$ cat config.mk
export PLATFORM = sky130hd
export DESIGN_NAME = mgrb_ctrl
export DESIGN_NICKNAME = d
export VERILOG_FILES = /design/src/design/mgrb_pkg.sv /design/src/design/mgrb_ctrl.sv
export SDC_FILE = /design/constraint.sdc
export NUM_CORES = 1
export LEC_CHECK = 0
export ABC_CLOCK_PERIOD_IN_PS = 2460
export BUFFER_PORTS_ARGS = -buffer_cell sky130_fd_sc_hd__buf_2
export CORE_AREA = 4 4 41 43
export DETAILED_ROUTE_END_ITERATION = 16
export DIE_AREA = 0 0 45 47
export PLACE_DENSITY = 0.55
export RECOVER_POWER = 50
export SYNTH_ARGS = -nofsm -noshare
export SYNTH_HDL_FRONTEND = slang
export SYNTH_SLANG_ARGS = --single-unit
$ cat constraint.sdc
create_clock -name clock -period 2.46 [get_ports clock]
set_input_delay 0.123 -clock clock [delete_from_list [all_inputs] [get_ports clock]]
set_output_delay 0.123 -clock clock [all_outputs]
set_load 0.01 [all_outputs]
$ cat src/design/mgrb_pkg.sv
package mgrb_pkg;

   localparam int ROW_BYTES   = 16;
   localparam int LINES       = 64;
   localparam int GLYPH_BYTES = 4;

   localparam int STORE_SIZE  = ROW_BYTES * LINES;
   localparam int ROW_PIXELS  = ROW_BYTES * 8;
   localparam int ADDR_W      = (STORE_SIZE > 1) ? $clog2(STORE_SIZE) : 1;

   // glyph_bits carries this many bytes; further glyph bytes read as zero
   localparam int GBITS_BYTES = 4;
   localparam int GEXT_BYTES  = (GLYPH_BYTES > GBITS_BYTES) ? GLYPH_BYTES : GBITS_BYTES;
   localparam int GEXT_W      = 8 * GEXT_BYTES;

   // shift window: glyph span plus one spill byte
   localparam int WIN_BYTES   = GLYPH_BYTES + 1;
   localparam int WIN_W       = 8 * WIN_BYTES;

   localparam int BIDX_W      = $clog2(ROW_BYTES + GLYPH_BYTES + 1);
   localparam int STEP_W      = 4;

   localparam logic [7:0] BYTE_ONES = 8'hFF;
   localparam logic [7:0] PIX_MSB   = 8'h80;

   typedef enum logic [1:0] {
      KIND_GLYPH = 2'd0,
      KIND_PIXEL = 2'd1,
      KIND_READ  = 2'd2,
      KIND_WRITE = 2'd3
   } kind_type;

   typedef enum logic [2:0] {
      ST_CLEAR,
      ST_IDLE,
      ST_ISSUE,
      ST_MODIFY,
      ST_FINISH
   } state_type;

   typedef struct packed {
      kind_type    kind;
      logic [6:0]  x_pos;
      logic [5:0]  line;
      logic [31:0] glyph_bits;
      logic [2:0]  glyph_bytes;
      logic        pixel_on;
      logic [7:0]  write_byte;
   } req_type;

   typedef struct packed {
      logic       accepted;
      logic [7:0] read_data;
   } rsp_type;

   typedef struct packed {
      logic clear;
      logic load;
      logic wr_raw;
      logic rd_issue;
      logic merge;
      logic advance;
      logic emit;
   } cmd_type;

   typedef struct packed {
      logic     clear_last;
      logic     ok;
      kind_type kind;
      logic     steps_zero;
      logic     last;
      logic     slot_free;
   } sts_type;

endpackage

$ cat src/design/mgrb_ctrl.sv
module mgrb_ctrl
   import mgrb_pkg::*;
(
   input  logic    clock,
   input  logic    reset,
   input  logic    req_valid,
   output logic    req_stall,
   input  sts_type sts,
   output cmd_type cmd
);

   state_type state_ff, state_in;

   always_ff @(posedge clock) begin
      if (reset) begin
         state_ff <= ST_CLEAR;
      end else begin
         state_ff <= state_in;
      end
   end

   always_comb begin
      state_in = state_ff;
      unique case (state_ff)
         ST_CLEAR: begin
            if (sts.clear_last) state_in = ST_IDLE;
         end
         ST_IDLE: begin
            if (req_valid) state_in = ST_ISSUE;
         end
         ST_ISSUE: begin
            if (!sts.ok || sts.steps_zero) state_in = ST_FINISH;
            else state_in = ST_MODIFY;
         end
         ST_MODIFY: begin
            if (sts.last) state_in = ST_FINISH;
         end
         ST_FINISH: begin
            if (sts.slot_free) state_in = ST_IDLE;
         end
         default: state_in = ST_CLEAR;
      endcase
   end

   always_comb begin
      cmd       = '0;
      req_stall = 1'b1;
      unique case (state_ff)
         ST_CLEAR: begin
            cmd.clear = 1'b1;
         end
         ST_IDLE: begin
            req_stall = 1'b0;
            cmd.load  = req_valid;
         end
         ST_ISSUE: begin
            if (!sts.ok || sts.steps_zero) begin
               cmd.wr_raw = sts.ok && (sts.kind == KIND_WRITE);
            end else begin
               cmd.rd_issue = 1'b1;
            end
         end
         ST_MODIFY: begin
            cmd.merge   = 1'b1;
            cmd.advance = !sts.last;
         end
         ST_FINISH: begin
            cmd.emit = sts.slot_free;
         end
         default: begin
            cmd = '0;
         end
      endcase
   end

endmodule

# Yosys cells after proc, flatten, opt, wreduce, memory -nomap -nowiden
# Index checks and enable logic that the tools add are counted.
dict set report totals {
  ff_bits 3
  latchBits 0
  ramBits 0
  romBits 0
  input_bits 10
  output_inout_bits 8
  wordCells 30
  memories 0
}
dict set report classes {
  n_addsub 0
  multipliers 0
  div 0
  n_lt_le_gt_ge 0
  eq_ne 9
  shift 0
  n_mux 14
  n_bitwise 0
  n_reduce_logical 6
}
# operator n
set ops {}
lappend ops {{2-to-1 mux 3 bit} 5}
lappend ops {{one-hot mux 3 bit (5 select lines)} 1}
lappend ops {{inequality test 2 bit, second input constant} 4}
lappend ops {{== test 3 x 2 -> 1 bit, second input constant} 2}
lappend ops {{2-to-1 mux 1 bit} 6}
lappend ops {{2-to-1 mux 2 bit} 2}
lappend ops {{AND reduction 4 bit} 1}
lappend ops {{== test 3 x 1 -> 1 bit, second input constant} 1}
lappend ops {{== test 3 bit, second input constant} 1}
lappend ops {{zero test 3 bit} 1}
lappend ops {{== test 2 bit, second input constant} 1}
lappend ops {{zero test 1 bit} 2}
lappend ops {{logical AND 1 bit} 1}
lappend ops {{logical OR 1 bit} 1}

# Longest topological paths before layout
# Gate-level depths: netlist of the first run.
dict set report logic_depth {
  depth_word 4
  ltp_mapped 4
  mapped_depth_nobuf 3
}

# Worst setup path after synthesis of the first run
# Ideal clock, no wire load.
dict set report synth_timing {
  path_type {flip-flop to flip-flop}
  from {register state_ff[1]}
  to {register state_ff[0]}
  t_arrival_ns 1.178
  required_time_ns 2.390
  setup_slack_ns 1.212
  path_stages_with_launch 5
  n_path_buf 1
  path_cell_list {dfxtp_1 buf_4 nor4bb_1 a31oi_1 a21oi_1}
}
dict set report synth_via {
  elab_chain_cells 3
  elab_cells_between_ends 11
}
# item line_no
set synth_lines {}
lappend synth_lines {{start, declared} mgrb_ctrl.sv:12} ;# state_type state_ff, state_in;
lappend synth_lines {{start signal, assigned} mgrb_ctrl.sv:18} ;# state_ff <= state_in;
lappend synth_lines {{== test 3 x 2 -> 1 bit (tied with other cells)} mgrb_ctrl.sv:24} ;# unique case (state_ff)
lappend synth_lines {{inequality test 2 bit (no line)} n/a}
lappend synth_lines {{AND reduction 4 bit (no line)} n/a}
# Parallel ways exist; a longest one is shown, timed or not.
# A chain may end at the register's enable or synchronous reset.

==> results.toml, run 1 <==
[grt]
grt_pass1_vias = 307
overflow = 0
grt_pass1_wl_um = 1190
grt_max_degree = 16
antenna_found_initial = 0
track_usage_pct = 7.97

[floorplan]
die_y_um = 47
num_rows = 13
die_w_um = 45
die-area_um2 = 2120
ios = 18
core_um2 = 1300
start_util_pct = 20.2

[timing]
finalCritPeriodShare_pct = 58.1
rsz0062_at_grt = "false"
fmax_ghz = 0.699
slew_headroom_pct = 72.2
fin_setup_tns_ns = 0
finalMaxSlewViolations = 0
tightestPinTransition_ns = 0.416
min_period_ns = 1.43
finClkSkew_ns = 0.00208
finalSetupViolCount = 0
hold_viol_final = 0
setup_slack_ns = 1.03

[synth]
syn_nets = 44
synthTopCellsByArea = "dfxtp_1, nand2b_1, a21oi_1"
synth_fa_ha_area_share_pct = 0
muxShareOfSynthArea_pct = 3.81
netlist_area_um2 = 263
seq_area_frac_synth_pct = 22.9
synth_top_cell_by_area = "dfxtp_1"
synth.distinct_cells = 24
ys_ff_latch = 3
synth_compound_area_share_pct = 19.0
syn_avg_cell_area_um2 = 7.73
yosysWarnings = 0
synth_top_area_share_pct = 22.9
synth_top_family_by_area = "simple AND/OR/NAND/NOR gates"
synth_xor_area_share_pct = 0
synth-simple-area-share_pct = 47.1
syn_inst = 34

[clock_tree]
cts.sink_count = 3
clock_path_buffers = 2
post_cts_resized = 0
clkLatencyLatePin_ns = 0.23
h-tree-depth = 1
cts_hold_buf = 0
clock-root-buffer = "clkbuf_4"
cts_buffers = 3
post_cts_buffers = 0
clkSlewWorstSetupHoldPaths_ns = 0.04
cts_tree = "done"

[power]
power_density_nw_per_um2 = 542
power_leakage_nw = 0.168
peakVddDrop_mv = 0.208

[routing]
num_vias = 338
wl_per_cell_um = 10.9
wl_um = 744
drcViolationCount = 0
firstDrtPassIters = 4
first_iter_violations = 7
ant_nets = 0
vias_per_cell = 4.97

[cells_and_area]
post_route_cells_drive_above_1_share_pct = 32.1
diodes = 0
final_area_um2 = 377
largest_reg_flops = 3
final_cell_mix = "buf_2, clkbuf_1, nand2b_1"
area_growth_pct = 43.3
layout_commonest_cell = "buf_2"
reg_top3 = "state_ff x3"
largest_register = "state_ff"
layout.nets = 64

[run_status]
outcome = "completed"

[critical_path]
critical_path_required_ns = 2.34
critPathLaunchType = "register"
cp.arrival_ns = 1.31
cp_max_fo = 15
crit_type = "reg2out"
end_kind = "output port"

[placement]
place_ws_ns = 1.18
dpl_cell_area_um2 = 355
gp_congestion = 0.733
port_buffers = 17

[run]
max_cap_viol_count = 0

[worst_hold_path]
hp-class = "in2reg"
==> power breakdown <==
part	total [W]	switching (W)	internal [W]
combinational	0.0000514	0.0000243	0.0000271
clock	0.0000859	0.0000251	0.0000608
sequential	0.0000667	0.0000131	0.0000536
total	0.000204	0.0000625	0.000141
==> logic make-up after synthesis <==
kind of cell,after synthesis
buffers and inverters,4
and+or+nand+nor,19
DFF,3
AOI/OAI and AO/OA,7
muxes,1
==> metal layers <==
metal | GRT usage, % | vias up | routed length (um)
li1 | - | 165 | -
met1 | 8.84 | 158 | 309
met2 | 13.0 | 13 | 344
met3 | 1.53 | 2 | 72
met4 | 7.02 | 0 | 17
met5 | 0 | - | 0
==> stage by stage <==
| stage | hold slack [ns] | util (%) | total power [W] | cells |
|---|---|---|---|---|
| 4_1_cts | 0.0674 | 29.3 | 0.000212 | 68 |
| 6_report | 0.0770 | 28.9 | 0.000204 | 68 |
| 5_1_grt | 0.0838 | 28.9 | 0.000221 | 68 |
| 3_5_place_dp | 0.320 | 27.3 | 0.000121 | 64 |
| 2_1_floorplan | 0.192 | - | 0.000100 | 34 |
| 3_3_place_gp | 0.321 | 27.3 | 0.000121 | 64 |
==> cell type report <==
type,instances,area [um^2]
inverters,2,7.51
clock buffers,4,26.3
well taps,15,18.8
fillers,151,925
flip-flops and latches,3,60.1
repair buffers,17,80.1
multi-input cells,27,184
==> cell usage after synthesis, drive strengths merged <==
library cell / n
nand2b: 4
a31oi: 1
inv: 2
mux2i: 1
and2b: 1
nor3: 3
buf: 1
a311o: 1
a211o: 1
or4: 1
clkbuf: 1
nor2: 1
nand3b: 2
nand4bb: 1
nor3b: 1
and3: 1
nand2: 1
a221o: 1
and2: 1
dfxtp: 3
a21oi: 3
nand3: 1
nor4bb: 1
==> worst paths after layout <==
path / from / endpoint / slack [ns] / cells past startpoint
setup / recovery: state_ff[0]$_SDFFE_PP0P_ / cmd[0] / 1.03 / 2
hold / removal: reset / state_ff[0]$_SDFFE_PP0P_ / 0.08 / 2
setup reg to reg: state_ff[1]$_SDFFE_PP0P_ / state_ff[2]$_SDFFE_PP0P_ / 1.18 / 3
hold reg to reg: state_ff[2]$_SDFFE_PP0P_ / state_ff[2]$_SDFFE_PP0P_ / 0.66 / 3
==> worst max-delay path, stage by stage, from the launching register on <==
cell	delay (ns)
dfxtp_1	0.42
nor4bb_1	0.44
buf_2	0.21
Note: power is estimated with default switching activity, not from simulation.
==> run 2, diff against run 1 <==
--- a/config.mk
+++ b/config.mk
@@ -5,12 +5,12 @@
 export SDC_FILE = /design/constraint.sdc
 export NUM_CORES = 1
 export LEC_CHECK = 0
-export ABC_CLOCK_PERIOD_IN_PS = 2460
+export ABC_CLOCK_PERIOD_IN_PS = 1300
 export BUFFER_PORTS_ARGS = -buffer_cell sky130_fd_sc_hd__buf_2
 export CORE_AREA = 4 4 41 43
 export DETAILED_ROUTE_END_ITERATION = 16
 export DIE_AREA = 0 0 45 47
-export PLACE_DENSITY = 0.55
+export PLACE_DENSITY = 0.57
 export RECOVER_POWER = 50
 export SYNTH_ARGS = -nofsm -noshare
 export SYNTH_HDL_FRONTEND = slang
==> constraint.sdc (replaced) <==
create_clock -name clock -period 1.3 [get_ports clock]
set_input_delay 0.065 -clock clock [delete_from_list [all_inputs] [get_ports clock]]
set_output_delay 0.065 -clock clock [all_outputs]
set_load 0.01 [all_outputs]
==> results.toml, run 2 (synthesized netlist as in run 1, its figures left out) <==
[run_status]
outcome = "completed"

[placement]
dpl_cell_area_um2 = 370
place_ws_ns = 0.0388
port_buffers = 17
dp_hpwl_um = 608
place_inst = 66
gp_congestion = 0.824

[cells_and_area]
post_route_cells_drive_above_1_share_pct = 46.4
layout.nets = 67
layout_commonest_cell = "buf_2"
largest_reg_flops = 3
largest_register = "state_ff"
area_growth_pct = 60.5
stdcell_count = 71
post-route-util_pct = 32.4
final_cell_mix = "buf_2, clkbuf_1"
final_area_um2 = 422
reg_top3 = "state_ff x3"
diodes = 0

[clock_tree]
clock-root-buffer = "clkbuf_4"
h-tree-depth = 1
cts_tree = "done"
clkLatencyLatePin_ns = 0.23
cts_hold_buf = 0
clock_path_buffers = 2
cts_buffers = 3
clkSlewWorstSetupHoldPaths_ns = 0.04
cts.sink_count = 3

[critical_path]
regToRegSetupSlack_ns = 0.09
critPathLaunchType = "register"
path_delay_family = "flip-flops"
crit_type = "reg2out"
slowest_stage = "dfxtp_2"
rr_endpoint = "state_ff[2]$_SDFFE_PP0P_"
cp.buffers_inverters = 3
crit_path_end = "cmd[1]"
timing.rr.start = "state_ff[2]$_SDFFE_PP0P_"
cp.depth = 5
reg2regPathDepth = 4
crit_path_max_incr_delay_ns = 0.32
cp.arrival_ns = 1.18
critPathLaunch = "state_ff[2]$_SDFFE_PP0P_"
critical_path_required_ns = 1.24
end_kind = "output port"
cp_max_fo = 5
worstPathCellList = "buf_4 > and2b_1 > nand3b_1 > inv_1 > buf_2"

[power]
p_total_w = 0.000410
pwr-share-clk_pct = 39.9
power_leakage_nw = 0.188
p_comb_share_pct = 29.1
power_switching_w = 0.000127
swShare_pct = 31.1
pwr-share-seq_pct = 30.9
peakVddDrop_mv = 0.324
power_density_nw_per_um2 = 971
p_int_w = 0.000282

[grt]
overflow = 0
grt_max_degree = 13
grt_pass1_vias = 342
track_usage_pct = 8.60
antenna_found_initial = 0
grt_pass1_wl_um = 1350

[routing]
num_vias = 346
firstDrtPassIters = 4
wl_um = 816
wl_per_cell_um = 11.5
first_iter_violations = 8
ant_nets = 0
drcViolationCount = 0
vias_per_cell = 4.87

[floorplan]
die_y_um = 47
die_w_um = 45
die-area_um2 = 2120
num_rows = 13
core_um2 = 1300
start_util_pct = 20.2
ios = 18

[worst_hold_path]
hp-class = "in2reg"

[timing]
fmax_ghz = 0.801
finClkSkew_ns = 0.00550
setup_slack_ns = 0.0519
min_period_ns = 1.25
slew_headroom_pct = 79.6
rsz0062_at_grt = "true"
finalCritPeriodShare_pct = 96.0
finalSetupViolCount = 0
hold_viol_final = 0
finalMaxSlewViolations = 0
tightestPinTransition_ns = 0.297

[run]
max_cap_viol_count = 0
-- run 2: timing repair --
| action | in CTS | in global routing |
|---|---|---|
| pin swaps | 1 | 1 |
| setup buffers | 0 | 1 |
| resized for setup | 2 | 4 |
| hold endpoints to repair | 0 | 0 |
| endpoints found under the setup margin | 3 | 8 |
-- run 2: metrics by stage --
step	hold slack, ns	TNS, ns
CTS	0.0116	0
detailed placement	0.262	0
finish	0.0141	0
global placement	0.262	0
global route	0.0250	-0.00175
floorplan	0.134	0
-- run 2: power by group through the flow --
stage	logic, W	clock network (W)	registers (W)
6_report	0.000119	0.000164	0.000127
3_3_place_gp	0.000114	0	0.000123
5_1_grt	0.000133	0.000175	0.000131
4_1_cts	0.000116	0.000171	0.000124
3_5_place_dp	0.000114	0	0.000124
2_1_floorplan	0.0000793	0	0.000110
-- run 2: routing by layer --
layer | GRT usage (%) | wire (um)
met5 | 0 | 0
met4 | 5.26 | 0
met3 | 1.53 | 89
met2 | 14.7 | 399
met1 | 9.98 | 328
-- run 2: area by class of cell --
type / instances / area, um^2
Clock buffer: 4 / 26.3
Fill cell: 153 / 880
Inverter: 2 / 7.51
Multi-Input combinational cell: 27 / 203
Sequential cell: 3 / 63.8
Tap cell: 15 / 18.8
Timing Repair Buffer: 20 / 103
-- run 2: worst min path at each step --
stage | start | to | slack (ns) | cells past startpoint
2_1_floorplan | reset | state_ff[0]$_SDFFE_PP0P_ | 0.13 | 1
3_3_place_gp | reset | state_ff[2]$_SDFFE_PP0P_ | 0.26 | 2
3_5_place_dp | reset | state_ff[1]$_SDFFE_PP0P_ | 0.26 | 2
4_1_cts | reset | state_ff[1]$_SDFFE_PP0P_ | 0.01 | 2
5_1_grt | reset | state_ff[1]$_SDFFE_PP0P_ | 0.03 | 2
6_report | reset | state_ff[2]$_SDFFE_PP0P_ | 0.01 | 2
